$ cat config.mk
export PLATFORM = sky130hd
export DESIGN_NAME = lcd_window_write_sequencer_unit
export DESIGN_NICKNAME = d
export VERILOG_FILES = /design/src/rtl/core/lwws_pkg.sv /design/src/rtl/core/lwws_front.sv /design/src/rtl/core/lwws_queue.sv /design/src/rtl/core/lwws_back.sv /design/src/rtl/core/lcd_window_write_sequencer_unit.sv
export SDC_FILE = /design/constraint.sdc
export NUM_CORES = 1
export LEC_CHECK = 0
export BUFFER_PORTS_ARGS = -buffer_cell sky130_fd_sc_hd__buf_2
export CAP_MARGIN = 10
export CORE_MARGIN = 4
export CORE_UTILIZATION = 35
export DETAILED_ROUTE_END_ITERATION = 8
export PLACE_DENSITY = 0.61
export SKIP_LAST_GASP = 1
export SLEW_MARGIN = 10
export SYNTH_ARGS = -nofsm -noshare
export SYNTH_HDL_FRONTEND = slang
export SYNTH_SLANG_ARGS = --single-unit
$ cat constraint.sdc
create_clock -name clk -period 9.1 [get_ports clk]
set_input_delay 1.365 -clock clk [delete_from_list [all_inputs] [get_ports clk]]
set_output_delay 1.365 -clock clk [all_outputs]
set_load 0.02 [all_outputs]
$ cat src/rtl/core/lwws_pkg.sv
// Shared types and constants for the LCD window write sequencer.
// Used by the front end, the job queue, the back end and the top level.
package lwws_pkg;

    // Input item kinds.
    localparam logic [1:0] KIND_FILL  = 2'd0;
    localparam logic [1:0] KIND_MAP   = 2'd1;
    localparam logic [1:0] KIND_PIXEL = 2'd2;

    // Configuration register indexes.
    localparam int CFG_INDEX_W = 1;
    localparam logic [CFG_INDEX_W-1:0] REG_SCREEN_WIDTH  = 1'd0;
    localparam logic [CFG_INDEX_W-1:0] REG_SCREEN_HEIGHT = 1'd1;

    localparam logic [11:0] SCREEN_WIDTH_RESET  = 12'd480;
    localparam logic [11:0] SCREEN_HEIGHT_RESET = 12'd320;

    // Display bus command words and the byte mask.
    localparam logic [15:0] CMD_COL_SET = 16'h002A;
    localparam logic [15:0] CMD_ROW_SET = 16'h002B;
    localparam logic [15:0] CMD_MEM_WR  = 16'h002C;
    localparam logic [15:0] BYTE_MASK   = 16'h00FF;

    // Work handed from the front end to the back end.
    typedef enum logic [1:0] {
        JOB_FILL,
        JOB_MAP,
        JOB_PIXEL
    } job_kind_t;

    typedef struct packed {
        job_kind_t   kind;
        logic [11:0] left;
        logic [11:0] right;
        logic [11:0] top;
        logic [11:0] bottom;
        logic [15:0] color;
    } job_t;

endpackage

$ cat src/rtl/core/lwws_front.sv
// Front end: accepts items, holds the screen size and the map window state,
// clips rectangles and pushes jobs into the queue. Depends on lwws_pkg.
module lwws_front (
    input  logic                              clk,
    input  logic                              rst_n,
    input  logic                              in_valid,
    output logic                              in_ready,
    input  logic [1:0]                        kind,
    input  logic signed [15:0]                x_first,
    input  logic signed [15:0]                y_first,
    input  logic signed [15:0]                x_final,
    input  logic signed [15:0]                y_final,
    input  logic [15:0]                       pixel_color,
    input  logic                              cfg_valid,
    input  logic [lwws_pkg::CFG_INDEX_W-1:0]  cfg_index,
    input  logic [11:0]                       cfg_data,
    input  logic                              queue_full,
    output logic                              push,
    output lwws_pkg::job_t                    push_job
);
    import lwws_pkg::*;

    logic [11:0]        screen_width_reg, screen_width_next;
    logic [11:0]        screen_height_reg, screen_height_next;
    logic               window_open_reg, window_open_next;
    logic signed [15:0] source_left_reg, source_left_next;
    logic signed [15:0] source_right_reg, source_right_next;
    logic [11:0]        clip_left_reg, clip_left_next;
    logic [11:0]        clip_right_reg, clip_right_next;
    logic [11:0]        clip_top_reg, clip_top_next;
    logic [11:0]        clip_bottom_reg, clip_bottom_next;
    logic signed [15:0] cursor_x_reg, cursor_x_next;
    logic signed [15:0] cursor_y_reg, cursor_y_next;

    logic               accept;
    logic signed [16:0] wmax, hmax;
    logic signed [16:0] x1_ext, y1_ext, x2_ext, y2_ext;
    logic               off_screen;
    logic [11:0]        lft, rgt, tp, bot;
    logic               in_clip;
    logic signed [15:0] cursor_y_inc;

    assign in_ready = !queue_full;
    assign accept   = in_valid && in_ready;

    assign wmax   = $signed({5'b0, screen_width_reg}) - 17'sd1;
    assign hmax   = $signed({5'b0, screen_height_reg}) - 17'sd1;
    assign x1_ext = {x_first[15], x_first};
    assign y1_ext = {y_first[15], y_first};
    assign x2_ext = {x_final[15], x_final};
    assign y2_ext = {y_final[15], y_final};

    assign off_screen = (screen_width_reg == 12'd0) || (screen_height_reg == 12'd0) ||
                        x_final[15] || y_final[15] ||
                        (x1_ext > wmax) || (y1_ext > hmax) ||
                        (x_final < x_first) || (y_final < y_first);

    // Once the rectangle is known to touch the screen, each corner fits 12 bits.
    assign lft = x_first[15] ? 12'd0 : x_first[11:0];
    assign tp  = y_first[15] ? 12'd0 : y_first[11:0];
    assign rgt = (x2_ext > wmax) ? wmax[11:0] : x_final[11:0];
    assign bot = (y2_ext > hmax) ? hmax[11:0] : y_final[11:0];

    // The clip bounds never exceed 4094, so they compare as positive 16-bit values.
    assign in_clip = (cursor_x_reg >= $signed({4'b0, clip_left_reg})) &&
                     (cursor_x_reg <= $signed({4'b0, clip_right_reg})) &&
                     (cursor_y_reg >= $signed({4'b0, clip_top_reg})) &&
                     (cursor_y_reg <= $signed({4'b0, clip_bottom_reg}));

    assign cursor_y_inc = cursor_y_reg + 16'sd1;

    always_comb
    begin
        screen_width_next  = screen_width_reg;
        screen_height_next = screen_height_reg;
        window_open_next   = window_open_reg;
        source_left_next   = source_left_reg;
        source_right_next  = source_right_reg;
        clip_left_next     = clip_left_reg;
        clip_right_next    = clip_right_reg;
        clip_top_next      = clip_top_reg;
        clip_bottom_next   = clip_bottom_reg;
        cursor_x_next      = cursor_x_reg;
        cursor_y_next      = cursor_y_reg;
        push               = 1'b0;
        push_job.kind      = JOB_PIXEL;
        push_job.left      = lft;
        push_job.right     = rgt;
        push_job.top       = tp;
        push_job.bottom    = bot;
        push_job.color     = pixel_color;

        if (cfg_valid)
        begin
            case (cfg_index)
                REG_SCREEN_WIDTH:  screen_width_next  = cfg_data;
                REG_SCREEN_HEIGHT: screen_height_next = cfg_data;
                default:           ;
            endcase
        end

        if (accept)
        begin
            case (kind)
                KIND_FILL:
                begin
                    if (!off_screen)
                    begin
                        push          = 1'b1;
                        push_job.kind = JOB_FILL;
                    end
                end
                KIND_MAP:
                begin
                    if (off_screen)
                    begin
                        window_open_next = 1'b0;
                    end
                    else
                    begin
                        push              = 1'b1;
                        push_job.kind     = JOB_MAP;
                        window_open_next  = 1'b1;
                        source_left_next  = x_first;
                        source_right_next = x_final;
                        clip_left_next    = lft;
                        clip_right_next   = rgt;
                        clip_top_next     = tp;
                        clip_bottom_next  = bot;
                        cursor_x_next     = x_first;
                        cursor_y_next     = y_first;
                    end
                end
                KIND_PIXEL:
                begin
                    if (window_open_reg)
                    begin
                        push = in_clip;
                        // The cursor walks the whole requested width, clipped or not.
                        if (cursor_x_reg >= source_right_reg)
                        begin
                            cursor_x_next = source_left_reg;
                            cursor_y_next = cursor_y_inc;
                            if (cursor_y_inc > $signed({4'b0, clip_bottom_reg}))
                            begin
                                window_open_next = 1'b0;
                            end
                        end
                        else
                        begin
                            cursor_x_next = cursor_x_reg + 16'sd1;
                        end
                    end
                end
                default: ;
            endcase
        end
    end

    always_ff @(posedge clk or negedge rst_n)
    begin
        if (!rst_n)
        begin
            screen_width_reg  <= SCREEN_WIDTH_RESET;
            screen_height_reg <= SCREEN_HEIGHT_RESET;
            window_open_reg   <= 1'b0;
            source_left_reg   <= '0;
            source_right_reg  <= '0;
            clip_left_reg     <= '0;
            clip_right_reg    <= '0;
            clip_top_reg      <= '0;
            clip_bottom_reg   <= '0;
            cursor_x_reg      <= '0;
            cursor_y_reg      <= '0;
        end
        else
        begin
            screen_width_reg  <= screen_width_next;
            screen_height_reg <= screen_height_next;
            window_open_reg   <= window_open_next;
            source_left_reg   <= source_left_next;
            source_right_reg  <= source_right_next;
            clip_left_reg     <= clip_left_next;
            clip_right_reg    <= clip_right_next;
            clip_top_reg      <= clip_top_next;
            clip_bottom_reg   <= clip_bottom_next;
            cursor_x_reg      <= cursor_x_next;
            cursor_y_reg      <= cursor_y_next;
        end
    end

endmodule

$ cat src/rtl/core/lwws_queue.sv
// Short first-in first-out job queue between the front and back ends.
// Depends on lwws_pkg for the job type.
module lwws_queue #(
    parameter int DEPTH = 4
) (
    input  logic           clk,
    input  logic           rst_n,
    input  logic           push,
    input  lwws_pkg::job_t push_job,
    input  logic           pop,
    output lwws_pkg::job_t head_job,
    output logic           empty,
    output logic           full
);
    import lwws_pkg::*;

    localparam int PTR_W = (DEPTH > 1) ? $clog2(DEPTH) : 1;
    localparam int CNT_W = $clog2(DEPTH + 1);

    job_t             mem_reg [DEPTH];
    logic [PTR_W-1:0] wr_ptr_reg, wr_ptr_next;
    logic [PTR_W-1:0] rd_ptr_reg, rd_ptr_next;
    logic [CNT_W-1:0] count_reg, count_next;
    logic             do_push, do_pop;

    assign empty    = (count_reg == '0);
    assign full     = (count_reg == CNT_W'(DEPTH));
    assign do_push  = push && !full;
    assign do_pop   = pop && !empty;
    assign head_job = mem_reg[rd_ptr_reg];

    always_comb
    begin
        wr_ptr_next = wr_ptr_reg;
        rd_ptr_next = rd_ptr_reg;
        count_next  = count_reg;
        if (do_push)
        begin
            wr_ptr_next = (wr_ptr_reg == PTR_W'(DEPTH - 1)) ? '0 : wr_ptr_reg + 1'b1;
        end
        if (do_pop)
        begin
            rd_ptr_next = (rd_ptr_reg == PTR_W'(DEPTH - 1)) ? '0 : rd_ptr_reg + 1'b1;
        end
        if (do_push && !do_pop)
        begin
            count_next = count_reg + 1'b1;
        end
        else if (do_pop && !do_push)
        begin
            count_next = count_reg - 1'b1;
        end
    end

    always_ff @(posedge clk or negedge rst_n)
    begin
        if (!rst_n)
        begin
            wr_ptr_reg <= '0;
            rd_ptr_reg <= '0;
            count_reg  <= '0;
        end
        else
        begin
            wr_ptr_reg <= wr_ptr_next;
            rd_ptr_reg <= rd_ptr_next;
            count_reg  <= count_next;
        end
    end

    always_ff @(posedge clk)
    begin
        if (do_push)
        begin
            mem_reg[wr_ptr_reg] <= push_job;
        end
    end

endmodule

$ cat src/rtl/core/lwws_back.sv
// Back end: takes jobs from the queue and emits bus words through a registered
// output stage, one word per cycle while out_ready allows. Depends on lwws_pkg.
module lwws_back (
    input  logic           clk,
    input  logic           rst_n,
    input  logic           queue_empty,
    input  lwws_pkg::job_t head_job,
    output logic           pop,
    output logic           out_valid,
    input  logic           out_ready,
    output logic           is_data,
    output logic [15:0]    bus_word,
    output logic [23:0]    copies,
    output logic           run_end
);
    import lwws_pkg::*;

    typedef enum logic {
        BK_IDLE,
        BK_FRAME
    } back_state_t;

    localparam logic [3:0] STEP_COL_L_HI = 4'd1;
    localparam logic [3:0] STEP_COL_L_LO = 4'd2;
    localparam logic [3:0] STEP_COL_R_HI = 4'd3;
    localparam logic [3:0] STEP_COL_R_LO = 4'd4;
    localparam logic [3:0] STEP_ROW_SET  = 4'd5;
    localparam logic [3:0] STEP_ROW_T_HI = 4'd6;
    localparam logic [3:0] STEP_ROW_T_LO = 4'd7;
    localparam logic [3:0] STEP_ROW_B_HI = 4'd8;
    localparam logic [3:0] STEP_ROW_B_LO = 4'd9;
    localparam logic [3:0] STEP_MEM_WR   = 4'd10;
    localparam logic [3:0] STEP_BURST    = 4'd11;

    back_state_t state_reg, state_next;
    logic [3:0]  step_reg, step_next;
    job_t        job_reg, job_next;
    logic [11:0] span_x_reg, span_x_next;
    logic [11:0] span_y_reg, span_y_next;
    logic [23:0] count_reg, count_next;
    logic        out_valid_reg, out_valid_next;
    logic        is_data_reg, is_data_next;
    logic [15:0] bus_word_reg, bus_word_next;
    logic [23:0] copies_reg, copies_next;
    logic        run_end_reg, run_end_next;
    logic        out_load;

    assign out_load  = !out_valid_reg || out_ready;
    assign out_valid = out_valid_reg;
    assign is_data   = is_data_reg;
    assign bus_word  = bus_word_reg;
    assign copies    = copies_reg;
    assign run_end   = run_end_reg;

    always_comb
    begin
        state_next     = state_reg;
        step_next      = step_reg;
        job_next       = job_reg;
        span_x_next    = span_x_reg;
        span_y_next    = span_y_reg;
        // The pixel count is ready long before the burst word goes out.
        count_next     = span_x_reg * span_y_reg;
        out_valid_next = out_valid_reg && !out_ready;
        is_data_next   = is_data_reg;
        bus_word_next  = bus_word_reg;
        copies_next    = copies_reg;
        run_end_next   = run_end_reg;
        pop            = 1'b0;

        if (out_load)
        begin
            case (state_reg)
                BK_IDLE:
                begin
                    if (!queue_empty)
                    begin
                        pop            = 1'b1;
                        out_valid_next = 1'b1;
                        copies_next    = 24'd1;
                        if (head_job.kind == JOB_PIXEL)
                        begin
                            is_data_next  = 1'b1;
                            bus_word_next = head_job.color;
                            run_end_next  = 1'b1;
                        end
                        else
                        begin
                            is_data_next  = 1'b0;
                            bus_word_next = CMD_COL_SET;
                            run_end_next  = 1'b0;
                            job_next      = head_job;
                            span_x_next   = head_job.right - head_job.left + 12'd1;
                            span_y_next   = head_job.bottom - head_job.top + 12'd1;
                            step_next     = STEP_COL_L_HI;
                            state_next    = BK_FRAME;
                        end
                    end
                end
                BK_FRAME:
                begin
                    out_valid_next = 1'b1;
                    is_data_next   = 1'b1;
                    copies_next    = 24'd1;
                    run_end_next   = 1'b0;
                    step_next      = step_reg + 4'd1;
                    case (step_reg)
                        STEP_COL_L_HI: bus_word_next = {12'd0, job_reg.left[11:8]};
                        STEP_COL_L_LO: bus_word_next = {4'd0, job_reg.left} & BYTE_MASK;
                        STEP_COL_R_HI: bus_word_next = {12'd0, job_reg.right[11:8]};
                        STEP_COL_R_LO: bus_word_next = {4'd0, job_reg.right} & BYTE_MASK;
                        STEP_ROW_SET:
                        begin
                            is_data_next  = 1'b0;
                            bus_word_next = CMD_ROW_SET;
                        end
                        STEP_ROW_T_HI: bus_word_next = {12'd0, job_reg.top[11:8]};
                        STEP_ROW_T_LO: bus_word_next = {4'd0, job_reg.top} & BYTE_MASK;
                        STEP_ROW_B_HI: bus_word_next = {12'd0, job_reg.bottom[11:8]};
                        STEP_ROW_B_LO: bus_word_next = {4'd0, job_reg.bottom} & BYTE_MASK;
                        STEP_MEM_WR:
                        begin
                            is_data_next  = 1'b0;
                            bus_word_next = CMD_MEM_WR;
                            if (job_reg.kind != JOB_FILL)
                            begin
                                run_end_next = 1'b1;
                                state_next   = BK_IDLE;
                            end
                        end
                        STEP_BURST:
                        begin
                            // Fill burst: the color repeated over the clipped area.
                            bus_word_next = job_reg.color;
                            copies_next   = count_reg;
                            run_end_next  = 1'b1;
                            state_next    = BK_IDLE;
                        end
                        default:
                        begin
                            out_valid_next = 1'b0;
                            state_next     = BK_IDLE;
                        end
                    endcase
                end
                default:
                begin
                    state_next = BK_IDLE;
                end
            endcase
        end
    end

    always_ff @(posedge clk or negedge rst_n)
    begin
        if (!rst_n)
        begin
            state_reg     <= BK_IDLE;
            step_reg      <= '0;
            job_reg       <= '0;
            span_x_reg    <= '0;
            span_y_reg    <= '0;
            count_reg     <= '0;
            out_valid_reg <= 1'b0;
            is_data_reg   <= 1'b0;
            bus_word_reg  <= '0;
            copies_reg    <= '0;
            run_end_reg   <= 1'b0;
        end
        else
        begin
            state_reg     <= state_next;
            step_reg      <= step_next;
            job_reg       <= job_next;
            span_x_reg    <= span_x_next;
            span_y_reg    <= span_y_next;
            count_reg     <= count_next;
            out_valid_reg <= out_valid_next;
            is_data_reg   <= is_data_next;
            bus_word_reg  <= bus_word_next;
            copies_reg    <= copies_next;
            run_end_reg   <= run_end_next;
        end
    end

endmodule

$ cat src/rtl/core/lcd_window_write_sequencer_unit.sv
// Top level of the LCD window write sequencer: front end, job queue, back end.
// Depends on lwws_pkg, lwws_front, lwws_queue and lwws_back.
//
// This block turns rectangle requests into display bus words. A fill or map
// request that touches the screen is clipped and expands into the address
// window frame (column set with four bytes, row set with four bytes, memory
// write), followed for a fill by one burst word that carries the color and
// the pixel count. A map request opens a window; each later pixel item that
// falls inside the clipped area gives one data word, and a request that lies
// off screen gives nothing. The front end accepts one item per cycle whenever
// the job queue has room, so pixel items stream at one per cycle with one
// word out per cycle while out_ready holds. A frame is 11 bus words (12 for a
// fill), and the back end emits one bus word per cycle unless out_ready stalls
// it; pixels queued behind a frame wait for it, and the input stalls once
// QUEUE_DEPTH jobs are waiting. An item that produces output goes through the
// job queue register and then the output register, even when the back end has
// nothing ahead of it. The screen size registers are written through the
// configuration port, which is always ready; write them only while idle.
module lcd_window_write_sequencer_unit #(
    parameter int QUEUE_DEPTH = 4
) (
    input  logic                              clk,
    input  logic                              rst_n,
    // Configuration writes: index 0 is screen width, index 1 is screen height.
    input  logic                              cfg_valid,
    output logic                              cfg_ready,
    input  logic [lwws_pkg::CFG_INDEX_W-1:0]  cfg_index,
    input  logic [11:0]                       cfg_data,
    // Request items.
    input  logic                              in_valid,
    output logic                              in_ready,
    input  logic [1:0]                        kind,
    input  logic signed [15:0]                x_first,
    input  logic signed [15:0]                y_first,
    input  logic signed [15:0]                x_final,
    input  logic signed [15:0]                y_final,
    input  logic [15:0]                       pixel_color,
    // Bus word items.
    output logic                              out_valid,
    input  logic                              out_ready,
    output logic                              is_data,
    output logic [15:0]                       bus_word,
    output logic [23:0]                       copies,
    output logic                              run_end
);
    import lwws_pkg::*;

    logic queue_full;
    logic queue_empty;
    logic push;
    logic pop;
    job_t push_job;
    job_t head_job;

    // Register writes never stall.
    assign cfg_ready = 1'b1;

    // The front end owns the screen size and the map window cursor, so clipping
    // and cursor stepping happen in the cycle an item is accepted.
    lwws_front u_front (
        .clk         (clk),
        .rst_n       (rst_n),
        .in_valid    (in_valid),
        .in_ready    (in_ready),
        .kind        (kind),
        .x_first     (x_first),
        .y_first     (y_first),
        .x_final     (x_final),
        .y_final     (y_final),
        .pixel_color (pixel_color),
        .cfg_valid   (cfg_valid),
        .cfg_index   (cfg_index),
        .cfg_data    (cfg_data),
        .queue_full  (queue_full),
        .push        (push),
        .push_job    (push_job)
    );

    // The queue lets the front end keep taking pixels while a frame drains.
    lwws_queue #(
        .DEPTH (QUEUE_DEPTH)
    ) u_queue (
        .clk      (clk),
        .rst_n    (rst_n),
        .push     (push),
        .push_job (push_job),
        .pop      (pop),
        .head_job (head_job),
        .empty    (queue_empty),
        .full     (queue_full)
    );

    // The back end sequences frames word by word and owns the output register.
    lwws_back u_back (
        .clk         (clk),
        .rst_n       (rst_n),
        .queue_empty (queue_empty),
        .head_job    (head_job),
        .pop         (pop),
        .out_valid   (out_valid),
        .out_ready   (out_ready),
        .is_data     (is_data),
        .bus_word    (bus_word),
        .copies      (copies),
        .run_end     (run_end)
    );

endmodule
# After elaboration in Yosys (flattened, before gate mapping)
# Memories as Yosys holds them, arrays and structs flattened.
# Cells that the tools add are included.
[totals]
reg_bits = 306
ramBits = 264
input_bits = 100
output_inout_bits = 45
wordCells = 188
n_memories = 1
[classes]
add_sub_neg = 13
mul = 1
n_lt_le_gt_ge = 12
n_eq_ne = 23
mux = 59
bitwise = 5
n_reduce_logical = 44
[memory_table]
columns = ["memory", "words", "width", "rd", "rd_ports_with_merged_regs", "wr", "line", "rtl"]
rows = [
  ["u_queue.mem_reg", 4, 66, 1, 0, 1, "lwws_queue.sv:20", "job_t mem_reg [DEPTH];"],
]
[ops]
columns = ["cell", "count"]
rows = [
  ["case mux 16 bit (11 select lines)", 1],
  ["two-way mux 16 bit", 8],
  ["case mux 16 bit (2 select lines)", 3],
  ["> comparator 16 x 13 -> 1 bit", 5],
  ["two-way mux 12 bit", 4],
  ["two-way mux 24 bit", 2],
  ["case mux 24 bit (2 select lines)", 1],
  ["adder 16 x 2 -> 16 bit (second input constant)", 2],
  ["greater-or-equal comparator 16 x 13 -> 1 bit", 2],
  ["<= comparator 16 x 13 -> 1 bit", 2],
  ["< comparator 16 bit", 2],
  ["subtractor 12 x 1 -> 13 bit (second input constant)", 2],
  ["adder 12 x 1 -> 12 bit (second input constant)", 2],
  ["logical NOT 12 bit", 2],
  ["multiplier 12 x 12 -> 24 bit", 1],
  ["subtractor 12 bit", 2],
  ["two-way mux 1 bit", 21],
  ["equality test 4 x 3 -> 1 bit (second input constant)", 4],
  ["equality test 4 bit (second input constant)", 4],
  ["greater-or-equal comparator 16 bit", 1],
  ["case mux 1 bit (2 select lines)", 8],
  ["inequality test 12 bit (second input constant)", 1],
  ["OR reduction 11 bit", 1],
  ["two-way mux 2 bit", 5],
  ["28 further kinds", 71],
]

# Logic depth before layout (Yosys ltp)
[logic_depth]
depth_word = 16
mapped_depth = 22
depth_no_buf = 22

# Modules after synthesis
# From an unflattened synthesis, not the netlist that was laid out.
[unflattened]
hier_cells = 2847
area_unflattened_um2 = 33872.5
[modules_own_cells]
columns = ["mod", "instances", "cells_per_inst", "area_each_um2", "seq_area_each_um2"]
rows = [
  ["lwws_back", 1, 1240, 12274.3, 4053.9],
  ["lwws_front", 1, 1223, 11601.1, 3435.8],
  ["lwws_queue", 1, 382, 9985.8, 8102.8],
  ["lcd_window_write_sequencer_unit", 1, 2, 11.3, 0.0],
]

# Least setup slack after synthesis
# Ideal clock, no wire load.
[synth_path]
path_kind = "reg-to-reg"
startpoint = "reg u_front.screen_height_reg[0]"
endpoint = "mem u_queue.mem_reg[0][0] (netlist name), enable pin"
setup_ns = 0.499
t_arrival_ns = 6.968
required_ns = 8.601
setup_slack_ns = 1.633
path_stages_with_launch = 17
n_path_buf = 0
synth_period_minus_slack_ns = 7.467
path_cell_list = "dfrtp_1 inv_1 ha_1 or3b_2 or3_1 nor4_1 inv_1 ha_1 and4_1 o2111ai_1 a32oi_1 mux2i_1 nor2_1 nor3_1 o31ai_4 o41a_4 nor2b_1"
[synth_via]
elab_chain_len = 14
word_cells_on_any_way = 16
cone_classes = "add/sub (1); order compare (1); mux (5); reduce/logical (9)"
[synth_rtl]
columns = ["element", "line", "rtl"]
rows = [
  ["from (decl)", "lwws_front.sv:24", "logic [11:0] screen_height_reg, screen_height_next;"],
  ["from (signal assigned)", "lwws_front.sv:179", "screen_height_reg <= screen_height_next;"],
  ["parallel branches: the longest is 5 deep, another holds > comparator 16 x 13 -> 1 bit", "--", ""],
  ["logical OR 1 bit (*) (2 in series)", "lwws_front.sv:55", "(x1_ext > wmax) || (y1_ext > hmax) ||"],
  ["logical OR 1 bit (*)", "lwws_front.sv:56", "(x_final < x_first) || (y_final < y_first);"],
  ["two-way mux 1 bit (*)", "lwws_front.sv:107, lwws_front.sv:115", ""],
  ["case mux 1 bit (2 select lines) (*)", "lwws_front.sv:104", "case (kind)"],
  ["two-way mux 1 bit (*)", "lwws_front.sv:102", "if (accept)"],
  ["logical AND 1 bit (*)", "lwws_queue.sv:28", "assign do_push = push && !full;"],
  ["two-way mux 1 bit (*)", "lwws_queue.sv:73", "if (do_push)"],
  ["two-way mux 1 bit (not written as such) (*)", "lwws_queue.sv:75", "mem_reg[wr_ptr_reg] <= push_job;"],
  ["to (decl)", "lwws_queue.sv:20", ""],
]
# Every way passes the cells marked *.

# Final worst setup path
[layout_path]
startpoint = "reg u_front.screen_height_reg[0]"
endpoint = "mem u_queue.mem_reg[1][10] (netlist name), enable pin"
# The elaborated chain is that of the path after synthesis.

==> results.txt <==
Clk buf depth -> 3
First-pass GRT wire length -> 123 mm
1st-iter DRT viols -> 1284
Max reg flops -> 264
IO Pins -> 145
Worst rel slew slack -> 23.0%
Grt ovf -> 0
Area of the mapped netlist -> 33300 sq um
Area grow syn2layout -> 12.3%
Max-slew violation count -> 0
Worst setup margin -> 2.65 ns
Final Net Count -> 3343
Cell with the most instances after synthesis -> inv_1
Wire length per cell -> 18.8 um
CTS tree -> built
Clock transition at path regs -> 0.06 ns
Post-synth EDFFs -> 264
Post-DP HPWL -> 58.4 mm
Total track usage -> 15.6%
Layout cells sized above 1 -> 17.9%
Post-Route Setup TNS -> 0 ns
Async SR Flop Fraction -> 53.7%
Fraction of the yosys area taken by sequential cells -> 46.8%
Least-Margin Pin Slew -> 1.15 ns
Worst r2r src -> u_front.screen_height_reg[0]
Multi-input gate area -> 16200 sq um
Vias in the first global route -> 21000
Largest net degree at the start of global routing -> 144
Post-synthesis register bit count -> 570
Run status -> complete, no violations
R2R depth -> 17
Remaining antenna violation count -> 0
DR vias -> 21000
Critical Path AT -> 6.72 ns
Cts bufs inserted -> 60
Final core occ -> 39.8%
Worst Hold Path EP -> u_back.copies[19]
Max Cap Viol -> 0
Max Fanout on Critical Path -> 36
Hold Crit Depth -> 1
RSZ-0062 raised after global routing -> false
Final min period -> 6.45 ns
Die Ht -> 316 um
HP Class -> reg -> reg
Storage element area -> 15600 sq um
Root buffer cell -> clkbuf_16
Mapped Avg Cell Area -> 12.2 sq um
FILL cells -> 9026
Number of I/O port buffers -> 143
# DRC -> 0
Core area -> 93900 sq um
Crit. End Element -> flop
R2r setup slk -> 2.65 ns
Peak Freq -> 155 MHz
Final setup skew -> 0.0722 ns
Routed wire length -> 78.1 mm
Starting Density -> 35.5%
Worst EP required -> 9.37 ns
Worst skew pair latency -> 0.65 ns
Reg2Reg Capture Point -> u_queue.mem_reg[1][10]
Syn nets -> 3226
Top cells by count, synth -> inv_1 (310), dfrtp_1 (300), ha_1 (291), edfxtp_1 (264), nand2_1 (167)
Post-synth cell types -> 82
Post-cts sizing count -> 0
Final Hold Fails -> 0
Worst setup path class -> reg -> reg
Hold path start -> u_back.count_reg[19]
# rows -> 112
Chip Width -> 316 um
Initial antenna violation count -> 3
Synth top area share -> 23.8%
Die Area -> 100000 sq um
Critical Path Source Type -> flop
DRT Pass-1 Iters -> 5
Setup-failing EPs final -> 0
Area contributors post-synth -> edfxtp_1 (24%), dfrtp_1 (23%), ha_1 (11%)
Number of H-tree levels -> 2
Synth warn -> 0
GP Congestion -> 0.850
Fin crit share -> 70.9%
Postcts setup bufs -> 0
Area leader, netlist -> edfxtp_1
CTS Hold Buffers Added -> 0
Dominant synthesized flop cell -> dfrtp_1
Post-Synthesis Cells -> 2732
Drt via density -> 5.05
Clock sink count -> 570
DP Worst Slack -> 2.59 ns
## cells by family (layout without fill, tap and decap cells)
group	count (synthesis)	in the layout	synth area share, %
other cells	1	2	0.0113
buf+inv	416	582	4.75
simple gates	550	550	8.29
flops	570	570	46.8
fa+ha+maj	398	398	17.3
mux	297	297	12.1
xor+xnor	93	93	2.53
compound gates	407	407	8.26
## cell usage in the layout, fill, tap and decap left out, types with 69 or more instances in the layout
cell and instances:
a21oi_1 99, and2_1 69, buf_2 142, dfrtp_1 298, edfxtp_1 264, fa_1 103, ha_1 290, inv_1 310
mux2_2 161, nand2_1 167, nor2_1 111, o21ai_0 87
## routing by layer
layer	vias up	GRT usage, %	share of wire (%)
met5	-	0	0
met4	0	3.71	2.2
met3	101	2.08	4.3
met2	443	25.4	47
met1	10500	22.2	47
li1	9980	-	-
## cell type report
cell class | count | share of cell area [%]
multi-input cells | 1746 | 43.3
flip-flops and latches | 570 | 41.7
inverters | 310 | 3.11
clock buffers | 78 | 4.33
clock inverters | 33 | 1.02
diodes | 1 | 0.00669
well taps | 1254 | 4.19
repair buffers | 161 | 2.33
## worst max path at each step
| stage | cells past startpoint | slack, ns | endpoint | start |
|---|---|---|---|---|
| floorplan | 16 | 1.63 | u_queue.mem_reg[0][0] | u_front.screen_height_reg[0] |
| global placement | 17 | 2.70 | u_queue.mem_reg[1][14] | u_front.screen_height_reg[0] |
| detailed placement | 17 | 2.59 | u_queue.mem_reg[1][14] | u_front.screen_height_reg[0] |
| CTS | 17 | 2.55 | u_queue.mem_reg[1][10] | u_front.screen_height_reg[0] |
| global route | 17 | 2.20 | u_queue.mem_reg[1][2] | u_front.screen_height_reg[0] |
| finish | 17 | 2.65 | u_queue.mem_reg[1][10] | u_front.screen_height_reg[0] |
## metrics by stage
step                      instances  instance area [sq um]  hold WS, ns
after floorplan                2732                  33300        0.443
after global placement         4041                  35400        0.446
after detailed placement       4041                  35400        0.448
after CTS                      4152                  37400        0.459
after global routing           4153                  37400        0.462
final                          4153                  37400        0.460
## critical path, cell delays in order, from the launching register on
cell	delay [ns]
dfrtp_1	0.40
inv_1	0.12
ha_1	0.20
or3b_2	0.47
or3_1	0.39
nor4_1	0.40
inv_1	0.28
ha_1	0.39
and4_1	0.26
o2111ai_1	0.13
a32oi_1	0.21
mux2i_1	0.21
nor2_1	0.09
nor3_1	0.31
o31ai_4	0.21
o41a_4	0.60
nor2b_4	0.77
buf_4	0.58
Power is left out: the tool's default activity adds up to more than one toggle a clock period on the data nets, which glitch-free logic cannot reach.
